**src/sv/fvld_pkg.sv**
```systemverilog
`timescale 1ns / 1ps
`default_nettype none

package fvld_pkg;

  // structural characters of a form body
  localparam logic [7:0] ChrPercent = 8'h25;  // '%'
  localparam logic [7:0] ChrEquals  = 8'h3d;  // '='
  localparam logic [7:0] ChrAmp     = 8'h26;  // '&'

  // hex digits still owed after a percent sign
  localparam logic [1:0] HexDigitsOwed = 2'd2;

  // class of one byte, handed from the classifier to the state logic
  typedef struct packed {
    logic is_form;     // alphanumeric or accepted punctuation
    logic is_hex;      // 0-9, A-F, a-f
    logic is_percent;
    logic is_equals;
    logic is_amp;
  } byte_class_t;

endpackage

`default_nettype wire

```
**src/sv/fvld_class.sv**
```systemverilog
`timescale 1ns / 1ps
`default_nettype none

module fvld_class
  import fvld_pkg::*;
(
  input  var logic [7:0]  data_byte_i,
  output byte_class_t     class_o
);

  logic is_digit;
  logic is_upper;
  logic is_lower;
  logic is_punct;

  assign is_digit = (data_byte_i >= 8'h30) && (data_byte_i <= 8'h39);
  assign is_upper = (data_byte_i >= 8'h41) && (data_byte_i <= 8'h5a);
  assign is_lower = (data_byte_i >= 8'h61) && (data_byte_i <= 8'h7a);

  // accepted punctuation: % + = & - _ . ~ : / ? # [ ] @ ! $ ' ( ) * , ;
  always_comb begin
    unique case (data_byte_i)
      8'h25, 8'h2b, 8'h3d, 8'h26, 8'h2d, 8'h5f, 8'h2e, 8'h7e,
      8'h3a, 8'h2f, 8'h3f, 8'h23, 8'h5b, 8'h5d, 8'h40, 8'h21,
      8'h24, 8'h27, 8'h28, 8'h29, 8'h2a, 8'h2c, 8'h3b: is_punct = 1'b1;
      default: is_punct = 1'b0;
    endcase
  end

  always_comb begin
    class_o.is_form    = is_digit || is_upper || is_lower || is_punct;
    class_o.is_hex     = is_digit ||
                         ((data_byte_i >= 8'h41) && (data_byte_i <= 8'h46)) ||
                         ((data_byte_i >= 8'h61) && (data_byte_i <= 8'h66));
    class_o.is_percent = (data_byte_i == ChrPercent);
    class_o.is_equals  = (data_byte_i == ChrEquals);
    class_o.is_amp     = (data_byte_i == ChrAmp);
  end

endmodule

`default_nettype wire

```
**src/sv/fvld_state.sv**
```systemverilog
`timescale 1ns / 1ps
`default_nettype none

module fvld_state
  import fvld_pkg::*;
(
  input  var logic        clk_i,
  input  var logic        rst_ni,
  input  var logic        step_i,      // one item moves through this cycle
  input  var logic        has_byte_i,
  input  var logic        last_byte_i,
  input  var byte_class_t class_i,
  output logic            verdict_o    // body verdict including this item's byte
);

  logic       expect_key_q, expect_key_d;
  logic       seen_equals_q, seen_equals_d;
  logic       key_nonempty_q, key_nonempty_d;
  logic [1:0] hex_pending_q, hex_pending_d;
  logic       seen_any_q, seen_any_d;
  logic       failed_q, failed_d;

  // state after taking the byte, before the end-of-body clear
  always_comb begin
    expect_key_d   = expect_key_q;
    seen_equals_d  = seen_equals_q;
    key_nonempty_d = key_nonempty_q;
    hex_pending_d  = hex_pending_q;
    seen_any_d     = seen_any_q;
    failed_d       = failed_q;
    if (has_byte_i) begin
      seen_any_d = 1'b1;
      if (!failed_q) begin
        if (hex_pending_q != 2'd0) begin
          if (!class_i.is_hex) begin
            failed_d = 1'b1;
          end else begin
            hex_pending_d = hex_pending_q - 2'd1;
          end
        end else if (!class_i.is_form) begin
          failed_d = 1'b1;
        end else if (class_i.is_percent) begin
          hex_pending_d = HexDigitsOwed;
        end else if (class_i.is_equals) begin
          if (!expect_key_q || seen_equals_q || !key_nonempty_q) begin
            failed_d = 1'b1;
          end else begin
            expect_key_d  = 1'b0;
            seen_equals_d = 1'b1;
          end
        end else if (class_i.is_amp) begin
          // a leading '&' is tolerated
          if (expect_key_q && seen_any_q) begin
            failed_d = 1'b1;
          end else begin
            expect_key_d   = 1'b1;
            seen_equals_d  = 1'b0;
            key_nonempty_d = 1'b0;
          end
        end else if (expect_key_q) begin
          key_nonempty_d = 1'b1;
        end
      end
    end
  end

  assign verdict_o = !failed_d && (hex_pending_d == 2'd0) && !(expect_key_d && seen_any_d);

  always_ff @(posedge clk_i or negedge rst_ni) begin
    if (!rst_ni) begin
      expect_key_q   <= 1'b1;
      seen_equals_q  <= 1'b0;
      key_nonempty_q <= 1'b0;
      hex_pending_q  <= 2'd0;
      seen_any_q     <= 1'b0;
      failed_q       <= 1'b0;
    end else if (step_i) begin
      if (last_byte_i) begin
        expect_key_q   <= 1'b1;
        seen_equals_q  <= 1'b0;
        key_nonempty_q <= 1'b0;
        hex_pending_q  <= 2'd0;
        seen_any_q     <= 1'b0;
        failed_q       <= 1'b0;
      end else begin
        expect_key_q   <= expect_key_d;
        seen_equals_q  <= seen_equals_d;
        key_nonempty_q <= key_nonempty_d;
        hex_pending_q  <= hex_pending_d;
        seen_any_q     <= seen_any_d;
        failed_q       <= failed_d;
      end
    end
  end

  a_hex_range: assert property (@(posedge clk_i) disable iff (!rst_ni)
    hex_pending_q != 2'd3)
    else $error("escape counter out of range");

  a_equals_ends_key: assert property (@(posedge clk_i) disable iff (!rst_ni)
    seen_equals_q |-> !expect_key_q)
    else $error("equals seen while key still expected");

  a_clear_on_last: assert property (@(posedge clk_i) disable iff (!rst_ni)
    step_i && last_byte_i |=> expect_key_q && !seen_any_q && !failed_q &&
      hex_pending_q == 2'd0 && !seen_equals_q && !key_nonempty_q)
    else $error("state not cleared after end of body");

  a_fail_sticky: assert property (@(posedge clk_i) disable iff (!rst_ni)
    failed_q && !(step_i && last_byte_i) |=> failed_q)
    else $error("failure flag dropped inside a body");

endmodule

`default_nettype wire

```
**src/sv/url_encoded_form_validator_core.sv**
```systemverilog
`timescale 1ns / 1ps
`default_nettype none

// form-urlencoded syntax checker
// input channel: one transfer per body byte (data_byte_i, has_byte_i, last_byte_i)
//   qualified by in_valid_i / in_stall_o; has_byte_i low carries no byte, which
//   lets an empty body be closed with last_byte_i alone
// output channel: one transfer per body (body_valid_o) on out_valid_o / out_stall_i,
//   produced only for the input transfer marked last_byte_i
// result path: the input transfer that closes the body passes the input register,
//   then the result register
// throughput: one byte per cycle; the classifier and the state update both sit
//   between the input register and the result register
// a stalled result register blocks only a byte marked last; other bytes keep
//   flowing through the checker while the verdict waits to be taken
// reset: empty pipeline, checker state at start of body, no result pending

module url_encoded_form_validator_core
  import fvld_pkg::*;
(
  input  var logic       clk_i,
  input  var logic       rst_ni,
  // input channel
  input  var logic       in_valid_i,
  output logic           in_stall_o,
  input  var logic [7:0] data_byte_i,
  input  var logic       has_byte_i,
  input  var logic       last_byte_i,
  // output channel
  output logic           out_valid_o,
  input  var logic       out_stall_i,
  output logic           body_valid_o
);

  // input register
  logic       s1_valid_q, s1_valid_d;
  logic [7:0] s1_byte_q;
  logic       s1_has_q;
  logic       s1_last_q;

  // result register
  logic       out_valid_q, out_valid_d;
  logic       body_valid_q;

  logic        s1_adv;
  logic        in_fire;
  logic        verdict;
  byte_class_t byte_class;

  // the staged item moves unless it closes a body and the result slot is held
  assign s1_adv     = s1_valid_q && !(s1_last_q && out_valid_q && out_stall_i);
  assign in_stall_o = s1_valid_q && !s1_adv;
  assign in_fire    = in_valid_i && !in_stall_o;

  always_comb begin
    s1_valid_d = s1_valid_q;
    if (in_fire) begin
      s1_valid_d = 1'b1;
    end else if (s1_adv) begin
      s1_valid_d = 1'b0;
    end
  end

  always_comb begin
    out_valid_d = out_valid_q;
    if (s1_adv && s1_last_q) begin
      out_valid_d = 1'b1;
    end else if (out_valid_q && !out_stall_i) begin
      out_valid_d = 1'b0;
    end
  end

  always_ff @(posedge clk_i or negedge rst_ni) begin
    if (!rst_ni) begin
      s1_valid_q  <= 1'b0;
      out_valid_q <= 1'b0;
    end else begin
      s1_valid_q  <= s1_valid_d;
      out_valid_q <= out_valid_d;
    end
  end

  // payload registers
  always_ff @(posedge clk_i) begin
    if (in_fire) begin
      s1_byte_q <= data_byte_i;
      s1_has_q  <= has_byte_i;
      s1_last_q <= last_byte_i;
    end
    if (s1_adv && s1_last_q) begin
      body_valid_q <= verdict;
    end
  end

  fvld_class u_class (
    .data_byte_i (s1_byte_q),
    .class_o     (byte_class)
  );

  fvld_state u_state (
    .clk_i       (clk_i),
    .rst_ni      (rst_ni),
    .step_i      (s1_adv),
    .has_byte_i  (s1_has_q),
    .last_byte_i (s1_last_q),
    .class_i     (byte_class),
    .verdict_o   (verdict)
  );

  assign out_valid_o  = out_valid_q;
  assign body_valid_o = body_valid_q;

endmodule

`default_nettype wire

```
**config.mk**
```make
export PLATFORM = sky130hd
export DESIGN_NAME = url_encoded_form_validator_core
export DESIGN_NICKNAME = d
export VERILOG_FILES = /design/src/sv/fvld_pkg.sv /design/src/sv/fvld_class.sv /design/src/sv/fvld_state.sv /design/src/sv/url_encoded_form_validator_core.sv
export SDC_FILE = /design/constraint.sdc
export NUM_CORES = 1
export LEC_CHECK = 0
export ABC_AREA = 1
export BUFFER_PORTS_ARGS = -buffer_cell sky130_fd_sc_hd__buf_2
export CORE_MARGIN = 2
export CORE_UTILIZATION = 45
export DETAILED_ROUTE_END_ITERATION = 16
export GPL_TIMING_DRIVEN = 0
export PLACE_DENSITY = 0.62
export SLEW_MARGIN = 20
export SYNTH_ARGS = -nofsm -noshare
export SYNTH_HDL_FRONTEND = slang
export SYNTH_SLANG_ARGS = --single-unit
```
**constraint.sdc**
```tcl
create_clock -name clk_i -period 1.9 [get_ports clk_i]
set_clock_uncertainty 0.05 [all_clocks]
set_input_delay 0.38 -clock clk_i [delete_from_list [all_inputs] [get_ports clk_i]]
set_output_delay 0.38 -clock clk_i [all_outputs]
set_load 0.005 [all_outputs]
```
# Yosys cells after proc, flatten, opt, wreduce, memory -nomap -nowiden
# Index checks and enable logic that the tools add are counted.
# word_totals
register_bits,20
inputBits,14
# classes
addsub,1
order_cmp,8
n_eq_ne,30
n_mux,54
n_reduce_logical,42
# op_table
op,n
$eq A8 B6 Y1 const B,18
$mux W1,47
$eq A8 B7 Y1 const B,5
$le A8 B7 Y1 const B,4
$reduce_or A23 Y1,1
$reduce_and A9 Y1,2
$ge A8 B7 Y1 const B,2
$logic_and A1 B1 Y1,16
$mux W2,7
$reduce_bool A2 Y1,5
$ne A3 B3 Y1 const B,3
$ge A8 B6 Y1 const B,1
$le A8 B6 Y1 const B,1
$logic_not A1 Y1,8
$ne A2 B2 Y1 const B,4
$logic_or A1 B1 Y1,7
$reduce_bool A3 Y1,2
$logic_not A2 Y1,1
$sub A2 B1 Y2 const B,1

# Depth between registers and ports, before layout
# Gate-level depths: netlist (run 1).
# logic_depth
word_depth,13
ltp_mapped,17
depth_no_buf,16

# Modules after synthesis
# A second synthesis (run 1) with hierarchy kept.
# hier_totals
hier_cells,219
area_unflattened_um2,1437.6
# modules_own_cells
module,n_inst,cells_per_inst,area_per_inst_um2,seq_area_each_um2
fvld_state,1,82,528.0,176.4
fvld_class,1,112,473.0,0.0
url_encoded_form_validator_core,1,25,436.7,380.4

# Least setup slack after synthesis (run 1)
# Ideal clock, no wire load.
# synth_path
path_kind,reg-to-reg
from,register s1_byte_q[7]
to,"register body_valid_q (netlist: body_valid_o), data pin"
setup_time_ns,0.251
arrival_time_ns,1.403
t_required_ns,1.599
path_slack_ns,0.196
stages_incl_launch_ff,15
path_buffers,0
path_cell_list,edfxtp_1 -> nor2_2 -> nand2_1 -> nor2_2 -> nand3_1 -> nand2_1 -> nand2_1 -> nand2_1 -> nand2_1 -> nand2_1 -> nand2_1 -> nand2_1 -> nand2_1 -> nand2_1 -> nor2_1
# synth_between
elab_chain_len,12
# synth_rtl
item,line_no,text
start: declaration,url_encoded_form_validator_core.sv:37,logic [7:0] s1_byte_q;
start signal: assignment,url_encoded_form_validator_core.sv:86,s1_byte_q <= data_byte_i;
"$ge A8 B6 Y1, or another cell as far along",fvld_class.sv:16,assign is_digit = (data_byte_i >= 8'h30) && (data_byte_i <= 8'h39);
"$logic_and A1 B1 Y1, on equally long branches","fvld_class.sv:16, fvld_class.sv:17",
$logic_or A1 B1 Y1 (3 in a row),fvld_class.sv:31,class_o.is_form = is_digit || is_upper || is_lower || is_punct;
$mux W2 or $mux W1 (tied branches),fvld_state.sv:40,end else if (!class_i.is_form) begin
$mux W2 or $mux W1 (tied branches),fvld_state.sv:34,if (hex_pending_q != 2'd0) begin
$mux W2 or $mux W1 (tied branches),fvld_state.sv:33,if (!failed_q) begin
$mux W2 or $mux W1 (tied branches),fvld_state.sv:31,if (has_byte_i) begin
"$logic_not A2 Y1, or another cell as far along",fvld_state.sv:67,assign verdict_o = !failed_d && (hex_pending_d == 2'd0) && !(expect_key_d && seen_any_d);
$logic_and A1 B1 Y1 or $logic_not A1 Y1 (tied branches),fvld_state.sv:67,
$logic_and A1 B1 Y1 *,fvld_state.sv:67,
net u_state.verdict_o,fvld_state.sv:13,output logic verdict_o
end signal: assignment,url_encoded_form_validator_core.sv:91,body_valid_q <= verdict;
end: declaration,url_encoded_form_validator_core.sv:43,logic body_valid_q;
# Mark *: on every way through the listed nets, which the timed path passes. The rest lies on a longest branch.
# A chain may end at the register's enable or synchronous reset.

# Worst setup path after layout (run 1)
# layout_path
from,register s1_byte_q[5]
to,"register body_valid_q (netlist: body_valid_o), data pin"
# Same word-level chain as after synthesis.

==> impl_metrics.yaml, run 1 <==
final_layout:
  drive_gt1_share_pct: 28.9
  regMostFlops: "s1_byte_q"
  largest_reg_flops: 8
  diodes: 0
  area_delta_synth_final_pct: 29.3
  multi_input_area_um2: 947
  final_common_cell: "nand2_1"
  top_regs: "s1_byte_q x8, u_state.hex_pending_q x2"
  layout_common_cells: "95 x nand2_1, 29 x inv_1, 24 x nor2_1"
  nFillCells: 360
  regArea_um2: 557
  finalNetCount: 300
placement:
  io_buffers: 16
  gp_congestion: 0.871
  place.detailed.hpwl_um: 2640
  place_worst_setup_slack_ns: -0.0693
global_routing:
  antenna_found_initial: 0
  overflow: 0
  grt_first_pass_wirelength_um: 5950
  grt_pass1_vias: 1416
  grt_max_degree: 13
  track_usage_pct: 18.8
synthesis:
  synthTopCellsByArea: "nand2_1 25%, edfxtp_1 22%, dfrtp_1 13%"
  yosysTopAreaCell: "nand2_1"
  synthDistinctLibCells: 27
  ys_ff_latch: 20
  synth_top_area_share_pct: 25.4
  synth_area_per_cell_um2: 6.24
  ys_seq_area_share_pct: 36.3
  synthCells: 246
  syn-num-nets: 261
  yosysWarnings: 0
  synth_area_um2: 1540
route:
  first_pass_iters: 4
  routed_wl_um: 3730
  dr_total_vias: 1626
  dr.first_iter.drc_count: 84
  wire_per_inst_um: 11.3
  vias_per_cell: 4.93
  drc: 0
  ant_nets: 0
worst_setup_path:
  path_max_fanout: 6
  cp.required_ns: 1.94
  reg2reg_to: "body_valid_o"
  crit_start: "s1_byte_q[5]"
  crit_arrival_ns: 1.96
  crit_type: "register to register"
  start_kind: "register"
  worst-r2r-cell-count: 14
  endpoint_kind: "register"
  r2r_slack_ns: -0.02
  r2r-start: "s1_byte_q[5]"
outcome:
  status: "finished with violations"
  violations: "negative setup slack"
hold_path:
  min_path_cells: 1
  min_to: "s1_has_q"
  hp-start: "has_byte_i"
  min_path_type: "input port to register"
power_and_ir_drop:
  ir_drop_mv: 0.628
  leakagePower_nw: 1.08
  power_density_nw_per_um2: 641
timing:
  fin_setup_tns_ns: -0.0261
  rsz0062_at_grt: "yes"
  whs_ns: 0.183
  worst_slack_ns: -0.0243
  fmax_mhz: 520
  min_period_ns: 1.92
  tightest_slew_ns: 0.729
  finalSetupViolCount: 2
  maxSlewViolCount: 0
  hold_viol: 0
  fin_crit_sh_pct: 101
  relSlewSlack_pct: 51.2
clock_network:
  clock-sinks: 20
  path_clk_slew_ns: 0.12
  insertion_delay_ns: 0.31
  cts-root-buf: "clkbuf_4"
  ctsLongestPathBuffers: 2
  cts_buffers: 3
  h-tree-depth: 1
  cts_tree: "yes"
floorplan:
  initial_core_util_pct: 46.4
  io_pins: 17
  die_y_um: 62.4
  design.core.area_um2: 3310
  die_x_um: 62.4
  die_area_um2: 3900
  rows: 21
flow_run:
  drv_cap: 0
-- power by group --
part	internal, W	total, W	switching [W]
sequential	0.000511	0.000552	0.0000411
combinational	0.000168	0.000424	0.000255
clock	0.000161	0.000297	0.000136
-- stage by stage --
step           instances  util [%]  cell area [µm²]  power [W]
6_report             330      59.9             1980    0.00127
5_1_grt              330      59.9             1980    0.00137
4_1_cts              316      53.0             1760    0.00121
3_5_place_dp         308      50.5             1670   0.000902
3_3_place_gp         308      50.5             1670   0.000899
2_1_floorplan        246         -             1540   0.000814
-- kinds of logic (layout without fill, tap and decap cells) --
group,Yosys count,count (layout),share of synthesized area [%]
fa+ha+maj,1,1,0.815
flops,20,20,36.3
simple gates,158,158,42.3
compound gates,29,29,10.7
buf+inv,38,76,9.94
-- layer usage --
| metal | GRT usage, % | vias to the layer above | share of wire [%] |
|---|---|---|---|
| met5 | 0 | - | 0 |
| li1 | - | 844 | - |
| met4 | 5.83 | 0 | 2.1 |
| met3 | 2.16 | 8 | 5.1 |
| met2 | 31.6 | 44 | 46 |
| met1 | 25.3 | 730 | 46 |
-- worst max-delay path by stage --
stage	end	slack, ns	depth (start not counted)
5_1_grt	body_valid_o	-0.14	13
3_5_place_dp	body_valid_o	-0.07	13
3_3_place_gp	body_valid_o	-0.04	13
2_1_floorplan	body_valid_o	0.20	14
4_1_cts	body_valid_o	0.006	16
6_report	body_valid_o	-0.02	14
-- critical path, stage by stage, from the launching register on --
cell      delay [ns]
edfxtp_1        0.52
inv_2           0.14
nand2_1         0.13
nor2_4          0.13
nand2_1         0.07
nand2_1         0.10
nand2_2         0.07
nand2_1         0.06
inv_1           0.04
nand3_1         0.06
nand3_1         0.06
nand3_1         0.07
nand2_1         0.08
nand2_1         0.08
nor2_1          0.04
-- Yosys cell counts, drive strengths merged --
| cell | instances |
|---|---|
| inv | 35 |
| o21ai | 16 |
| o221ai | 1 |
| nor2 | 35 |
| o211ai | 1 |
| edfxtp | 11 |
| o31ai | 1 |
| a21o | 1 |
| ha | 1 |
| nor3 | 2 |
| nand3 | 13 |
| buf | 3 |
| a21oi | 7 |
| nand2 | 107 |
| dfrtp | 8 |
| nand4 | 1 |
| o22ai | 1 |
| o21a | 1 |
| dfstp | 1 |
-- what timing repair did --
action,in CTS,in global routing
endpoints found under the setup margin,1,15
hold buffers,1,0
gates resized for setup,2,42
hold endpoints to repair,8,0
buffers inserted,3,14
pin swaps,0,15
-- cell type report --
| cell class | instances | share of cell area, % |
|---|---|---|
| multi-input cells | 188 | 47.7 |
| flip-flops and latches | 20 | 28.1 |
| repair buffers | 34 | 11.0 |
| inverters | 35 | 6.62 |
| well taps | 46 | 2.90 |
| clock buffers | 4 | 2.40 |
| plain buffers | 3 | 1.32 |
Power figures use the tool's default switching activity.
==> run 2, diff against run 1 <==
CORE_ASPECT_RATIO = 1.25   (was not set)
==> run 2 against run 1 <==
Compared with the run above:
- the run still ends with negative setup slack left
- sequential share of layout area is 2.2 points higher
- first-iteration DRC count fell by 44%
- register-to-register slack improved by 0.02 ns
- sequential power hardly changed
==> impl_metrics.yaml, run 2 (synthesis results as in run 1) <==
outcome:
  status: "finished with violations"
  violations: "negative setup slack"
worst_setup_path:
  start_kind: "register"
  path_max_fanout: 5
  crit_type: "register to register"
  crit_arrival_ns: 1.88
  endpoint_kind: "register"
  cp.required_ns: 1.88
floorplan:
  die_area_um2: 3900
  die_y_um: 69.3
  die_x_um: 56.2
  rows: 23
  initial_core_util_pct: 47.6
  design.core.area_um2: 3220
  io_pins: 17
route:
  dr.first_iter.drc_count: 47
  first_pass_iters: 5
  vias_per_cell: 5.01
  ant_nets: 0
  routed_wl_um: 3490
  wire_per_inst_um: 11.3
  drc: 0
  dr_total_vias: 1554
final_layout:
  area_delta_synth_final_pct: 20.0
  drive_gt1_share_pct: 23.1
  largest_reg_flops: 8
  final_cells: 310
  diodes: 0
  layout_common_cells: "96 x nand2_1, 30 x inv_1, 26 x nor2_1"
  finalNetCount: 289
  final_common_cell: "nand2_1"
  top_regs: "s1_byte_q x8, u_state.hex_pending_q x2"
  regMostFlops: "s1_byte_q"
timing:
  tightest_slew_ns: 0.722
  relSlewSlack_pct: 51.7
  finalSetupViolCount: 1
  worst_slack_ns: -0.000806
  rsz0062_at_grt: "yes"
  fmax_mhz: 526
  maxSlewViolCount: 0
  hold_viol: 0
  min_period_ns: 1.90
  fin_crit_sh_pct: 100
  fin_setup_tns_ns: -0.000806
  whs_ns: 0.243
hold_path:
  min_path_type: "input port to register"
clock_network:
  cts-root-buf: "clkbuf_8"
  insertion_delay_ns: 0.26
  h-tree-depth: 1
  cts_tree: "yes"
  clock-sinks: 20
  path_clk_slew_ns: 0.08
  cts_buffers: 3
  ctsLongestPathBuffers: 2
global_routing:
  antenna_found_initial: 0
  grt_max_degree: 12
  overflow: 0
  grt_pass1_vias: 1412
  grt_first_pass_wirelength_um: 6060
  track_usage_pct: 18.8
placement:
  gp_congestion: 0.839
  place.detailed.hpwl_um: 2660
  dp_cells: 299
  io_buffers: 16
power_and_ir_drop:
  leakagePower_nw: 1.00
  ir_drop_mv: 0.546
  p_total_w: 0.00125
  power_density_nw_per_um2: 681
flow_run:
  drv_cap: 0
[run 2: cell count changes in the layout (fill, tap and decap cells not counted), moves of 2 or more]
cell / change
clkbuf_4: -2
buf_4: -12
o21ai_1: +2
clkbuf_8: +4
nor2_4: -3
nand2_4: -2
nor2_1: +2
o21ai_2: -2
[run 2: per-layer routing]
layer  vias up  track usage [%]  share of wire [%]
met5         -                0                  0
met4         0             3.97               0.94
met3         5             2.24                2.7
met2        25             30.6                 48
met1       702             26.9                 48
li1        822                -                  -
[run 2: per-stage QoR]
step | util [%] | setup WS, ns | area, µm²
floorplan | - | 0.196 | 1540
global placement | 51.6 | -0.0629 | 1660
detailed placement | 51.6 | -0.0425 | 1660
CTS | 54.5 | 0.00474 | 1760
global route | 57.2 | -0.191 | 1840
finish | 57.2 | -0.000806 | 1840
[run 2: worst paths after layout]
| path | end | from | cells after the start | slack (ns) |
|---|---|---|---|---|
| hold reg to reg | u_state.seen_equals_q | u_state.seen_equals_q | 2 | 0.44 |
| setup / recovery | body_valid_o | s1_byte_q[7] | 16 | -0.0008 |
| hold / removal | s1_has_q | has_byte_i | 1 | 0.24 |
| setup reg to reg | body_valid_o | s1_byte_q[7] | 16 | -0.0008 |
| min in group asynchronous | u_state.hex_pending_q[0] | rst_ni | 2 | 0.45 |
| max in group asynchronous | u_state.expect_key_q | rst_ni | 2 | 1.10 |
[run 2: where the power goes]
part           internal (W)  total (W)  leakage, nW  switching [W]
Clock              0.000184   0.000320       0.0288       0.000136
Sequential         0.000512   0.000554        0.221      0.0000420
Combinational      0.000145   0.000381        0.752       0.000236
[run 2: cell type report]
| type | instances | area (µm²) |
|---|---|---|
| Buffer | 3 | 26.3 |
| Inverter | 35 | 131 |
| Tap cell | 37 | 46.3 |
| Clock buffer | 4 | 55.1 |
| Sequential cell | 20 | 557 |
| Fill cell | 338 | 1380 |
| Multi-Input combinational cell | 188 | 892 |
| Timing Repair Buffer | 23 | 135 |
[run 2: timing repair]
action / in CTS / in global routing
hold buffers: 1 / 0
pin swaps: 0 / 4
endpoints found under the setup margin: 1 / 7
setup buffers: 3 / 3
hold endpoints to repair: 8 / 0
resized for setup: 5 / 24
[run 2: worst max-delay path, cell delays in order, from the launching register on]
cell	delay, ns
edfxtp_1	0.47
inv_2	0.15
nand2_2	0.09
nor2_2	0.16
nand2_1	0.12
nand2_1	0.07
nand2_1	0.04
nand2_1	0.06
nand2_1	0.05
nand2_1	0.06
nand2_1	0.04
nand2_1	0.05
nand2_1	0.04
nand2_1	0.07
nand2_1	0.05
nand2_1	0.06
nor2_1	0.04
==> run 3, diff against run 2 <==
CTS_CLUSTER_SIZE = 12   (was not set)
SETUP_SLACK_MARGIN = 0.4   (was not set)
==> run 3 against run 2 <==
Compared with the run above:
- the flow now finishes without violations
- power up 15%
- first-iteration DRC count down 28%
- combinational power up 25%
- count of clock-buffer cells in the layout down 1
- sequential power about the same
- setup slack better by 0.0090 ns
- cell count up 4.8%
- routed wire length up 12%
- sequential cell count unchanged
- critical path type unchanged
- largest power group unchanged
==> impl_metrics.yaml, run 3 (synthesis results as in run 1) <==
outcome:
  status: "finished, final reports clean"
floorplan:
  initial_core_util_pct: 47.6
  die_area_um2: 3900
  rows: 23
  design.core.area_um2: 3220
  die_x_um: 56.2
  io_pins: 17
  die_y_um: 69.3
global_routing:
  track_usage_pct: 20.3
  antenna_found_initial: 0
  grt_first_pass_wirelength_um: 6470
  overflow: 0
  grt_max_degree: 13
  grt_pass1_vias: 1534
final_layout:
  final_common_cell: "nand2_1"
  drive_gt1_share_pct: 35.8
  finalNetCount: 304
  final_cells: 325
  regMostFlops: "s1_byte_q"
  regArea_um2: 557
  largest_reg_flops: 8
  multi_input_area_um2: 1030
  top_regs: "s1_byte_q x8, u_state.hex_pending_q x2"
  final_area_um2: 2140
  diodes: 0
  nFillCells: 291
  area_delta_synth_final_pct: 39.3
  layout_common_cells: "82 x nand2_1, 28 x inv_1, 22 x nor2_1"
timing:
  fin_crit_sh_pct: 99.6
  fmax_mhz: 529
  hold_viol: 0
  fin_setup_tns_ns: 0
  relSlewSlack_pct: 68.7
  maxSlewViolCount: 0
  min_period_ns: 1.89
  finalSetupViolCount: 0
  whs_ns: 0.249
  rsz0062_at_grt: "yes"
  tightest_slew_ns: 0.469
hold_path:
  min_to: "s1_last_q"
  min_path_cells: 1
  hp-start: "last_byte_i"
  min_path_type: "input port to register"
clock_network:
  cts-root-buf: "clkbuf_8"
  clock-sinks: 20
  cts_buffers: 3
  ctsLongestPathBuffers: 2
  cts_tree: "yes"
  h-tree-depth: 1
  insertion_delay_ns: 0.25
  path_clk_slew_ns: 0.07
worst_setup_path:
  cp_slowest_cell: "edfxtp_1"
  r2r-start: "s1_byte_q[2]"
  start_kind: "register"
  reg2reg_to: "body_valid_o"
  path_max_fanout: 9
  crit_arrival_ns: 1.86
  crit_type: "register to register"
  r2r_slack_ns: 0.008
  cp_slowest_stage_delay_ns: 0.36
  endpoint_kind: "register"
  worst-r2r-cell-count: 15
  cp_cell_sequence: "buf_4 > inv_1 > nand2_1 > nor2_1 > nand2_1 > nand2_1 > nand2_2 > nand2_2 > inv_2 > nand3_1 > nand3_1 > nand2_1 > nand2_2 > nand2_2 > nor2_1"
  cp.required_ns: 1.87
route:
  ant_nets: 0
  first_pass_iters: 4
  drc: 0
  dr_total_vias: 1636
  wire_per_inst_um: 12.0
  routed_wl_um: 3910
  vias_per_cell: 5.03
  dr.first_iter.drc_count: 34
placement:
  place_area_um2: 1680
  io_buffers: 16
  gp_congestion: 0.831
  dp_cells: 299
  place.detailed.hpwl_um: 2810
flow_run:
  drv_cap: 0
power_and_ir_drop:
  p_total_w: 0.00144
  leakagePower_nw: 1.14
  power_density_nw_per_um2: 673
  ir_drop_mv: 0.719
run 3: cell types whose count changed in the layout (fill, tap and decap cells not counted), moves of 5 or more:
cell | previous run | this run
nand2_1 | 96 | 82
buf_4 | 7 | 15
buf_6 | 1 | 8
nand2_2 | 11 | 18
nand2_4 | 0 | 7
nor2_4 | 4 | 9
run 3: worst max path at each step:
stage	start	slack (ns)	cells past startpoint	endpoint
after floorplan	s1_byte_q[7]	0.22	16	body_valid_o
after global placement	s1_byte_q[5]	-0.04	14	body_valid_o
after detailed placement	s1_byte_q[5]	-0.07	14	body_valid_o
after CTS	s1_byte_q[7]	0.02	14	body_valid_o
after global routing	s1_byte_q[7]	-0.15	14	body_valid_o
final	s1_byte_q[2]	0.008	15	body_valid_o
run 3: cell type report:
type	instances	area share [%]
buffer	3	1.11
multi-input combinational	188	48.4
sequential	20	26.0
tap	37	2.17
clock inverter	1	1.40
inverter	35	6.14
timing repair buffer	38	12.8
clock buffer	3	1.93
run 3: timing repair:
action                     CTS  global route
buffers inserted            10            11
pin swaps                   14            25
setup endpoints to repair   19             9
gates resized for setup     29            38
hold endpoints to repair     8             0
hold buffers                 1             0
run 3: stage by stage:
step / util [%] / setup WS, ns
floorplan: - / 0.216
global placement: 52.0 / -0.0388
detailed placement: 52.0 / -0.0683
CTS: 59.3 / 0.0238
global route: 66.3 / -0.149
finish: 66.3 / 0.00817
run 3: power breakdown:
part           internal [W]  switching (W)
sequential         0.000511      0.0000396
combinational      0.000190       0.000284
clock              0.000281       0.000132
total              0.000982       0.000456
run 3: critical path: cells and delay by family (launching register included):
family                 cells  cell delay, ns
DFF                        1            0.36
and+or+nand+nor           12            0.93
buffers and inverters      3            0.33
run 3: metal layers:
layer	share of wire (%)	up-vias	wire [µm]	global-route usage, %
met5	0	-	0	0
met4	2.6	0	100	7.67
met3	2.2	8	86	1.68
met2	52	26	2020	36.7
met1	44	747	1700	24.5
li1	-	855	-	-
